File: src/hw/rtl/vhit_pkg.sv
// ----------------------------------------------------------------------------
// vhit_pkg
// Shared types, constants and helpers for the value handle intern table.
// ----------------------------------------------------------------------------
package vhit_pkg;

	localparam int SLOTS  = 64;
	localparam int SLOT_W = $clog2(SLOTS);

	localparam logic [1:0] OP_INTERN_NUM = 2'd0;
	localparam logic [1:0] OP_INTERN_STR = 2'd1;
	localparam logic [1:0] OP_DECODE     = 2'd2;
	localparam logic [1:0] OP_FETCH_STR  = 2'd3;

	localparam logic [7:0]  NUM_BASE   = 8'd128;
	localparam logic [7:0]  STR_BASE   = 8'd192;
	localparam logic [7:0]  HANDLE_M1  = 8'd255;
	localparam logic [15:0] MINUS_ONE  = 16'hFFFF;
	localparam logic [15:0] EMPTY_MARK = 16'd1;

	typedef struct packed {
		logic [1:0]  op;
		logic [15:0] value;
		logic [15:0] str_ref;
		logic        str_empty;
		logic [7:0]  handle;
	} req_t;

	typedef struct packed {
		logic [7:0]  handle_out;
		logic [15:0] value_out;
		logic        exhausted;
	} rsp_t;

	typedef struct packed {
		logic load;       // capture the accepted item
		logic rd_issue;   // read both tables
		logic rd_next;    // read at the next slot instead of the first
		logic wr;         // store the item in the slot just examined
		logic set_direct;
		logic set_read;
		logic set_hit;
		logic set_full;
		logic out_load;
	} dp_cmd_t;

	typedef struct packed {
		logic need_scan;
		logic need_read;
		logic hit;
		logic last;
	} dp_sts_t;

	// Contents of a string slot that has never been written.
	function automatic logic [15:0] str_reset_val(input logic [SLOT_W-1:0] a);
		logic [15:0] v;
		v = 16'd0;
		if (a == '0)
			v = EMPTY_MARK;
		else if (a == SLOT_W'(SLOTS - 1))
			v = MINUS_ONE;
		return v;
	endfunction

endpackage

File: src/hw/rtl/vhit_dp.sv
// ----------------------------------------------------------------------------
// vhit_dp
// Datapath: item register, both slot tables with valid bits, scan address,
// slot compare and result registers.
// ----------------------------------------------------------------------------
module vhit_dp (
	input  logic             clk,
	input  logic             arst_n,
	input  vhit_pkg::req_t   req,
	input  vhit_pkg::dp_cmd_t cmd,
	output vhit_pkg::dp_sts_t sts,
	output vhit_pkg::rsp_t   rsp
);

	vhit_pkg::req_t item_q;
	vhit_pkg::rsp_t res_q;
	vhit_pkg::rsp_t rsp_q;
	vhit_pkg::rsp_t direct_res;

	logic [15:0] num_mem [vhit_pkg::SLOTS];
	logic [15:0] str_mem [vhit_pkg::SLOTS];
	logic [vhit_pkg::SLOTS-1:0] num_vld_q;
	logic [vhit_pkg::SLOTS-1:0] str_vld_q;

	logic [15:0] num_rd_q;
	logic [15:0] str_rd_q;
	logic [vhit_pkg::SLOT_W-1:0] addr_q;
	logic [vhit_pkg::SLOT_W-1:0] rd_addr;
	logic [vhit_pkg::SLOT_W-1:0] first_addr;

	logic [15:0] num_eff;
	logic [15:0] str_eff;
	logic [5:0]  hidx;
	logic        idx_ok;
	logic        is_num;
	logic        direct_num;

	always_ff @(posedge clk) begin
		if (cmd.load)
			item_q <= req;
	end

	assign hidx   = item_q.handle[5:0];
	assign idx_ok = ({1'b0, hidx} < 7'(vhit_pkg::SLOTS));
	assign is_num = (item_q.op == vhit_pkg::OP_INTERN_NUM);
	assign direct_num = (item_q.value < 16'd128) || (item_q.value == vhit_pkg::MINUS_ONE);

	// A slot never written reads as its reset contents.
	assign num_eff = num_vld_q[addr_q] ? num_rd_q : 16'd0;
	assign str_eff = str_vld_q[addr_q] ? str_rd_q : vhit_pkg::str_reset_val(addr_q);

	always_comb begin
		sts.need_scan = 1'b0;
		sts.need_read = 1'b0;
		case (item_q.op)
			vhit_pkg::OP_INTERN_NUM: sts.need_scan = !direct_num;
			vhit_pkg::OP_INTERN_STR: sts.need_scan = (item_q.str_ref != 16'd0) && !item_q.str_empty;
			vhit_pkg::OP_DECODE: sts.need_read = (item_q.handle >= vhit_pkg::NUM_BASE) &&
				(item_q.handle != vhit_pkg::HANDLE_M1) && idx_ok;
			vhit_pkg::OP_FETCH_STR: sts.need_read = (item_q.handle >= vhit_pkg::STR_BASE) && idx_ok;
			default: ;
		endcase
		sts.hit  = is_num ? ((num_eff == 16'd0) || (num_eff == item_q.value))
		                  : (str_eff == 16'd0);
		sts.last = (addr_q == vhit_pkg::SLOT_W'(vhit_pkg::SLOTS - 1));
	end

	always_comb begin
		direct_res = '0;
		case (item_q.op)
			vhit_pkg::OP_INTERN_NUM: direct_res.handle_out = item_q.value[7:0];
			vhit_pkg::OP_INTERN_STR: begin
				if (item_q.str_ref != 16'd0)
					direct_res.handle_out = vhit_pkg::STR_BASE;
			end
			vhit_pkg::OP_DECODE: begin
				if (item_q.handle < vhit_pkg::NUM_BASE)
					direct_res.value_out = {8'd0, item_q.handle};
				else if (item_q.handle == vhit_pkg::HANDLE_M1)
					direct_res.value_out = vhit_pkg::MINUS_ONE;
			end
			default: ;
		endcase
	end

	// Read address: the first slot of a scan, the handle's slot, or the next slot.
	assign first_addr = sts.need_scan ? vhit_pkg::SLOT_W'(1) : hidx[vhit_pkg::SLOT_W-1:0];
	assign rd_addr    = cmd.rd_next ? addr_q + vhit_pkg::SLOT_W'(1) : first_addr;

	always_ff @(posedge clk) begin
		if (cmd.rd_issue) begin
			num_rd_q <= num_mem[rd_addr];
			str_rd_q <= str_mem[rd_addr];
			addr_q   <= rd_addr;
		end
	end

	always_ff @(posedge clk) begin
		if (cmd.wr && is_num)
			num_mem[addr_q] <= item_q.value;
	end

	always_ff @(posedge clk) begin
		if (cmd.wr && !is_num)
			str_mem[addr_q] <= item_q.str_ref;
	end

	always_ff @(posedge clk or negedge arst_n) begin
		if (!arst_n) begin
			num_vld_q <= '0;
			str_vld_q <= '0;
		end else if (cmd.wr) begin
			if (is_num)
				num_vld_q[addr_q] <= 1'b1;
			else
				str_vld_q[addr_q] <= 1'b1;
		end
	end

	always_ff @(posedge clk) begin
		if (cmd.set_direct) begin
			res_q <= direct_res;
		end else if (cmd.set_read) begin
			res_q.handle_out <= 8'd0;
			res_q.value_out  <= (item_q.handle >= vhit_pkg::STR_BASE) ? str_eff : num_eff;
			res_q.exhausted  <= 1'b0;
		end else if (cmd.set_hit) begin
			res_q.handle_out <= (is_num ? vhit_pkg::NUM_BASE : vhit_pkg::STR_BASE) | 8'(addr_q);
			res_q.value_out  <= 16'd0;
			res_q.exhausted  <= 1'b0;
		end else if (cmd.set_full) begin
			res_q.handle_out <= 8'd0;
			res_q.value_out  <= 16'd0;
			res_q.exhausted  <= 1'b1;
		end
	end

	always_ff @(posedge clk) begin
		if (cmd.out_load)
			rsp_q <= res_q;
	end

	assign rsp = rsp_q;

endmodule

File: src/hw/rtl/vhit_ctrl.sv
// ----------------------------------------------------------------------------
// vhit_ctrl
// Controller: sequences one item through classify, table read or slot scan,
// and hands the result to the output register.
// ----------------------------------------------------------------------------
module vhit_ctrl (
	input  logic              clk,
	input  logic              arst_n,
	input  logic              req_valid,
	output logic              req_stall,
	output logic              rsp_valid,
	input  logic              rsp_stall,
	input  vhit_pkg::dp_sts_t sts,
	output vhit_pkg::dp_cmd_t cmd
);

	localparam logic [2:0] S_IDLE  = 3'd0;
	localparam logic [2:0] S_CLASS = 3'd1;
	localparam logic [2:0] S_READ  = 3'd2;
	localparam logic [2:0] S_SCAN  = 3'd3;
	localparam logic [2:0] S_DONE  = 3'd4;

	logic [2:0] state_q;
	logic [2:0] state_d;
	logic       rsp_valid_q;
	logic       out_free;

	assign out_free  = !rsp_valid_q || !rsp_stall;
	assign req_stall = (state_q != S_IDLE);
	assign rsp_valid = rsp_valid_q;

	always_comb begin
		cmd     = '0;
		state_d = state_q;
		case (state_q)
			S_IDLE: begin
				if (req_valid) begin
					cmd.load = 1'b1;
					state_d  = S_CLASS;
				end
			end
			S_CLASS: begin
				if (sts.need_scan) begin
					cmd.rd_issue = 1'b1;
					state_d      = S_SCAN;
				end else if (sts.need_read) begin
					cmd.rd_issue = 1'b1;
					state_d      = S_READ;
				end else begin
					cmd.set_direct = 1'b1;
					state_d        = S_DONE;
				end
			end
			S_READ: begin
				cmd.set_read = 1'b1;
				state_d      = S_DONE;
			end
			S_SCAN: begin
				// One slot is examined per cycle while the next one is read.
				if (sts.hit) begin
					cmd.wr      = 1'b1;
					cmd.set_hit = 1'b1;
					state_d     = S_DONE;
				end else if (sts.last) begin
					cmd.set_full = 1'b1;
					state_d      = S_DONE;
				end else begin
					cmd.rd_issue = 1'b1;
					cmd.rd_next  = 1'b1;
				end
			end
			S_DONE: begin
				if (out_free) begin
					cmd.out_load = 1'b1;
					state_d      = S_IDLE;
				end
			end
			default: state_d = S_IDLE;
		endcase
	end

	always_ff @(posedge clk or negedge arst_n) begin
		if (!arst_n) begin
			state_q     <= S_IDLE;
			rsp_valid_q <= 1'b0;
		end else begin
			state_q <= state_d;
			if (cmd.out_load)
				rsp_valid_q <= 1'b1;
			else if (!rsp_stall)
				rsp_valid_q <= 1'b0;
		end
	end

endmodule

File: src/hw/rtl/value_handle_intern_table.sv
// ----------------------------------------------------------------------------
// value_handle_intern_table
// Maps 16-bit numbers and string references to one-byte handles and back.
//
//   channel  payload          flow control
//   req      req   (req_t)    req_valid / req_stall
//   rsp      rsp   (rsp_t)    rsp_valid / rsp_stall
//
// One item is in work at a time. Direct cases go from classify straight to the
// result register; decode and fetch first take one registered table read; an
// intern scans the table memory one slot per cycle, from slot 1 up to the slot
// where it stops, at most slot SLOTS-1. The output register is loaded from the
// result register, and the next item can be accepted in the cycle after that
// load. Reset clears the slot valid bits at once, so no clearing pass is
// needed. The output register holds a stalled result while the next item is
// already accepted and worked on; that item then waits in its last state.
// ----------------------------------------------------------------------------
module value_handle_intern_table (
	input  logic           clk,
	input  logic           arst_n,
	input  logic           req_valid,
	output logic           req_stall,
	input  vhit_pkg::req_t req,
	output logic           rsp_valid,
	input  logic           rsp_stall,
	output vhit_pkg::rsp_t rsp
);

	vhit_pkg::dp_cmd_t cmd;
	vhit_pkg::dp_sts_t sts;

	vhit_ctrl u_ctrl (
		.clk       (clk),
		.arst_n    (arst_n),
		.req_valid (req_valid),
		.req_stall (req_stall),
		.rsp_valid (rsp_valid),
		.rsp_stall (rsp_stall),
		.sts       (sts),
		.cmd       (cmd)
	);

	vhit_dp u_dp (
		.clk    (clk),
		.arst_n (arst_n),
		.req    (req),
		.cmd    (cmd),
		.sts    (sts),
		.rsp    (rsp)
	);

	// A slot is only written when the scan found it usable.
	a_wr_on_hit: assert property (@(posedge clk) disable iff (!arst_n)
		cmd.wr |-> sts.hit)
		else $error("table write without a usable slot");

	// An accepted item blocks the input until its result is handed over.
	a_busy_after_accept: assert property (@(posedge clk) disable iff (!arst_n)
		(req_valid && !req_stall) |=> req_stall)
		else $error("input not stalled after acceptance");

	// The output register is never overwritten while a stalled result waits.
	a_no_overwrite: assert property (@(posedge clk) disable iff (!arst_n)
		cmd.out_load |-> !(rsp_valid && rsp_stall))
		else $error("stalled result overwritten");

	// An exhausted table always reports handle zero.
	a_exhausted_zero: assert property (@(posedge clk) disable iff (!arst_n)
		(rsp_valid && rsp.exhausted) |-> (rsp.handle_out == 8'd0))
		else $error("exhausted result with nonzero handle");

endmodule

File: config.mk
export PLATFORM = sky130hd
export DESIGN_NAME = value_handle_intern_table
export DESIGN_NICKNAME = d
export VERILOG_FILES = /design/src/hw/rtl/vhit_pkg.sv /design/src/hw/rtl/vhit_dp.sv /design/src/hw/rtl/vhit_ctrl.sv /design/src/hw/rtl/value_handle_intern_table.sv
export SDC_FILE = /design/constraint.sdc
export NUM_CORES = 2
export LEC_CHECK = 0
export BUFFER_PORTS_ARGS = -buffer_cell sky130_fd_sc_hd__buf_4
export CORE_MARGIN = 3
export CORE_UTILIZATION = 63
export CTS_CLUSTER_SIZE = 10
export DETAILED_ROUTE_END_ITERATION = 16
export PLACE_DENSITY = 0.78
export REMOVE_ABC_BUFFERS = 1
export SLEW_MARGIN = 40
export SYNTH_ARGS = -nofsm -noshare
export SYNTH_HDL_FRONTEND = slang
export SYNTH_SLANG_ARGS = --single-unit
File: constraint.sdc
create_clock -name clk -period 5.55 [get_ports clk]
set_input_delay 0.8325 -clock clk [delete_from_list [all_inputs] [get_ports clk]]
set_output_delay 0.8325 -clock clk [all_outputs]
set_load 0.005 [all_outputs]
==> results.json <==
{
  "status": "complete, no violations",
  "placed_area_um2": 99500,
  "row_count": 139,
  "synth_seq_cells": 2311,
  "cp_common_cell": "buf_4",
  "syn_inst": 6250,
  "skew_ps": 79.4,
  "start_util_pct": 63.7,
  "cts_tree": "built",
  "yosys_warnings": 0,
  "wl_per_cell_um": 33.7,
  "netlist_area_um2": 91700,
  "syn_to_final_growth_pct": 17.4,
  "syn_avg_cell_area_um2": 14.7,
  "grt_max_degree": 82,
  "die_area_um2": 150000,
  "synth_top_area_share_pct": 71.3,
  "holdWs_ps": 100,
  "fill_cells": 8126,
  "gp_congestion": 1.00,
  "fin_nets": 6956,
  "hold_class": "in2reg",
  "synth_edf_count": 2178,
  "synth_area_leaders": "edfxtp_1, nand2_1, mux2i_1, dfrtp_1, nand3_1",
  "clock.fmax_ghz": 0.183,
  "path_cells": "buf_12 > mux2i_1 > a22oi_1 > nand3_1 > nand4_4 > or2_1 > a211o_1 > a2111oi_4 > nand2_1 > a21o_2 > buf_4 > o21ai_0 > a21oi_1 > a2111oi_1 > buf_4 > o21ai_1 > a32o_1",
  "critPathMaxFanout": 27,
  "final_hold_viol_count": 0,
  "yosysMostFrequentCell": "edfxtp_1",
  "cts_buffer_depth": 4,
  "max_stage_delay_ps": 700,
  "end_kind": "flip-flop",
  "regArea_um2": 68700,
  "slew_headroom_pct": 40.3,
  "drtIter0Drc": 11297,
  "die_h_um": 388,
  "grt_pass1_vias": 61272,
  "numCtsBuffers": 283,
  "grt_usage_pct": 39.5,
  "cts_sinks": 2311,
  "fin_area_um2": 108000,
  "cp.required_ps": 6240,
  "slew_viol_final": 0,
  "ys_types": 92,
  "ant_nets": 0,
  "vias_per_cell": 7.05,
  "crit_type": "reg2reg",
  "crit_family": "compound AO/OA/AOI/OAI gates",
  "max_cap_violations": 0,
  "path_buf_inv": 3,
  "async_flop_share_pct": 5.71,
  "grt-ovfl-total": 0,
  "synth_top_area_cell": "edfxtp_1",
  "vias": 62693,
  "worst_pin_slew_ps": 896,
  "dp_hpwl_um": 187000,
  "p_per_area_nw_per_um2": 481,
  "worstPathArrival_ps": 6140,
  "synthFlopType": "edfxtp_1",
  "core_area_um2": 144000,
  "rsz0062_at_grt": "no",
  "drc": 0,
  "grt_pass1_wl_um": 425000,
  "clk_pin_slew_worst_paths_ps": 60,
  "crit_slowest_cell": "a2111oi_1",
  "ys_seq_area_share_pct": 74.9,
  "antenna_found_initial": 12,
  "synthTopCellsByCount": "edfxtp_1, nand2_1, nand3_1",
  "layout_min_cycle_time_ps": 5460,
  "first_pass_iters": 9,
  "ios": 74,
  "ir_drop_mv": 0.441,
  "clockRootBuffer": "clkbuf_16",
  "post-route-period-util_pct": 98.3,
  "multi_input_area_um2": 21400,
  "cts.htree.levels": 5,
  "pre_cts_slack_ps": -261,
  "start_kind": "flip-flop",
  "power.leakage_nw": 38.1,
  "chipWidth_um": 388,
  "drt_wl_total_um": 300000,
  "portBuffers": 73,
  "setup_ws_ps": 93.9,
  "finalSetupViolCount": 0,
  "clkLatencyLatePin_ps": 940,
  "drive_gt1_share_pct": 19.7
}
## final timing paths
kind                                 from                  to  slack, ps  depth (start not counted)
max in group asynchronous          arst_n  u_dp.str_vld_q[19]       3750                          4
max reg2reg                u_dp.addr_q[0]   u_dp.num_rd_q[10]         90                         17
max                        u_dp.addr_q[0]   u_dp.num_rd_q[10]         90                         17
min                                req[6]      u_dp.item_q[6]        100                          1
min reg2reg                 u_dp.res_q[9]         u_dp.rsp[9]        420                          0
min in group asynchronous          arst_n  u_dp.str_vld_q[32]        410                          2
## layout make-up
cell class              instances  area share [%]
clock inverters                11           0.107
well taps                    1903            2.21
inverters                      22           0.121
flip-flops and latches       2311            63.8
diodes                          6          0.0139
repair buffers                777            6.82
clock buffers                 351            7.03
multi-input cells            3512            19.8
## through the flow
step	cells	power, W	utilization, %	TNS, ps
finish	8893	0.0518	74.7	0
global route	8887	0.0527	74.7	0
CTS	8873	0.0511	74.5	-32.7
detailed placement	8506	0.0351	69.1	-552
global placement	8505	0.0348	69.1	-307
floorplan	5845	0.0286	-	-2404460
## flip-flops by register name, indices dropped and copies added (netlist names), 3 cells and up
register and count:
u_dp.num_mem 1024, u_dp.str_mem 1024, u_dp.num_vld_q 64, u_dp.str_vld_q 64, u_dp.item_q 37, u_dp.res_q 25, u_dp.rsp 25, u_dp.num_rd_q 16
u_dp.str_rd_q 16, u_dp.addr_q 6, u_dp.hidx 6, u_ctrl.state_q 3
## per-layer routing
metal  vias up  track usage, %  share of wire (%)
met4         6            24.9                7.3
met1     30728            51.5                 33
met2      5709            58.9                 45
met5         -               0              0.010
met3      1090            11.4                 15
li1      25160               -                  -
## cell families (layout without fill, tap and decap cells)
logic type	Yosys count	in the layout	synth area share [%]
fa+ha+maj	2	2	0.0273
compound gates	920	920	7.54
other cells	0	6	0
flops	2311	2311	74.9
simple gates	2162	2162	10.4
xor+xnor	11	11	0.105
mux	417	417	4.71
buf+inv	427	1161	2.25
## cell usage in the layout, fill, tap and decap left out, drive strengths merged, types with 67 or more instances in the layout
cell type	netlist	final
mux2i	373	373
a32oi	118	118
or2	133	133
clkbuf	149	352
buf	256	775
a21oi	110	110
o21ai	110	110
a31oi	153	153
edfxtp	2178	2178
nand2	1214	1214
nand3	441	441
dfrtp	132	132
a32o	67	67
nor2	186	186
## where the power goes
group          leakage (nW)  internal [W]  switching, W
Combinational          12.9       0.00490       0.00983
Clock                  3.75       0.00952       0.00654
Sequential             21.5        0.0204      0.000538
Total                  38.1        0.0348        0.0169
## timing repair
item / 4_1_cts / 5_1_grt
gates resized for setup: 5 / 34
endpoints found under the setup margin: 7 / 29
endpoints found under the hold margin: 31 / 0
hold buffers: 1 / 0
cloned: 0 / 1
setup buffers: 4 / 13
pin swaps: 1 / 10
## worst register-to-register path, cell delays in order (launching register included)
cell and delay, ps:
edfxtp_1 460, buf_12 260, mux2i_1 290, a22oi_1 110, nand3_1 190, nand4_4 180
or2_1 320, a211o_1 320, a2111oi_4 510, nand2_1 210, a21o_2 300, buf_4 250
o21ai_0 350, a21oi_1 160, a2111oi_1 700, buf_4 230, o21ai_1 130, a32o_1 280
No activity file was read; power rests on OpenSTA's default activity.
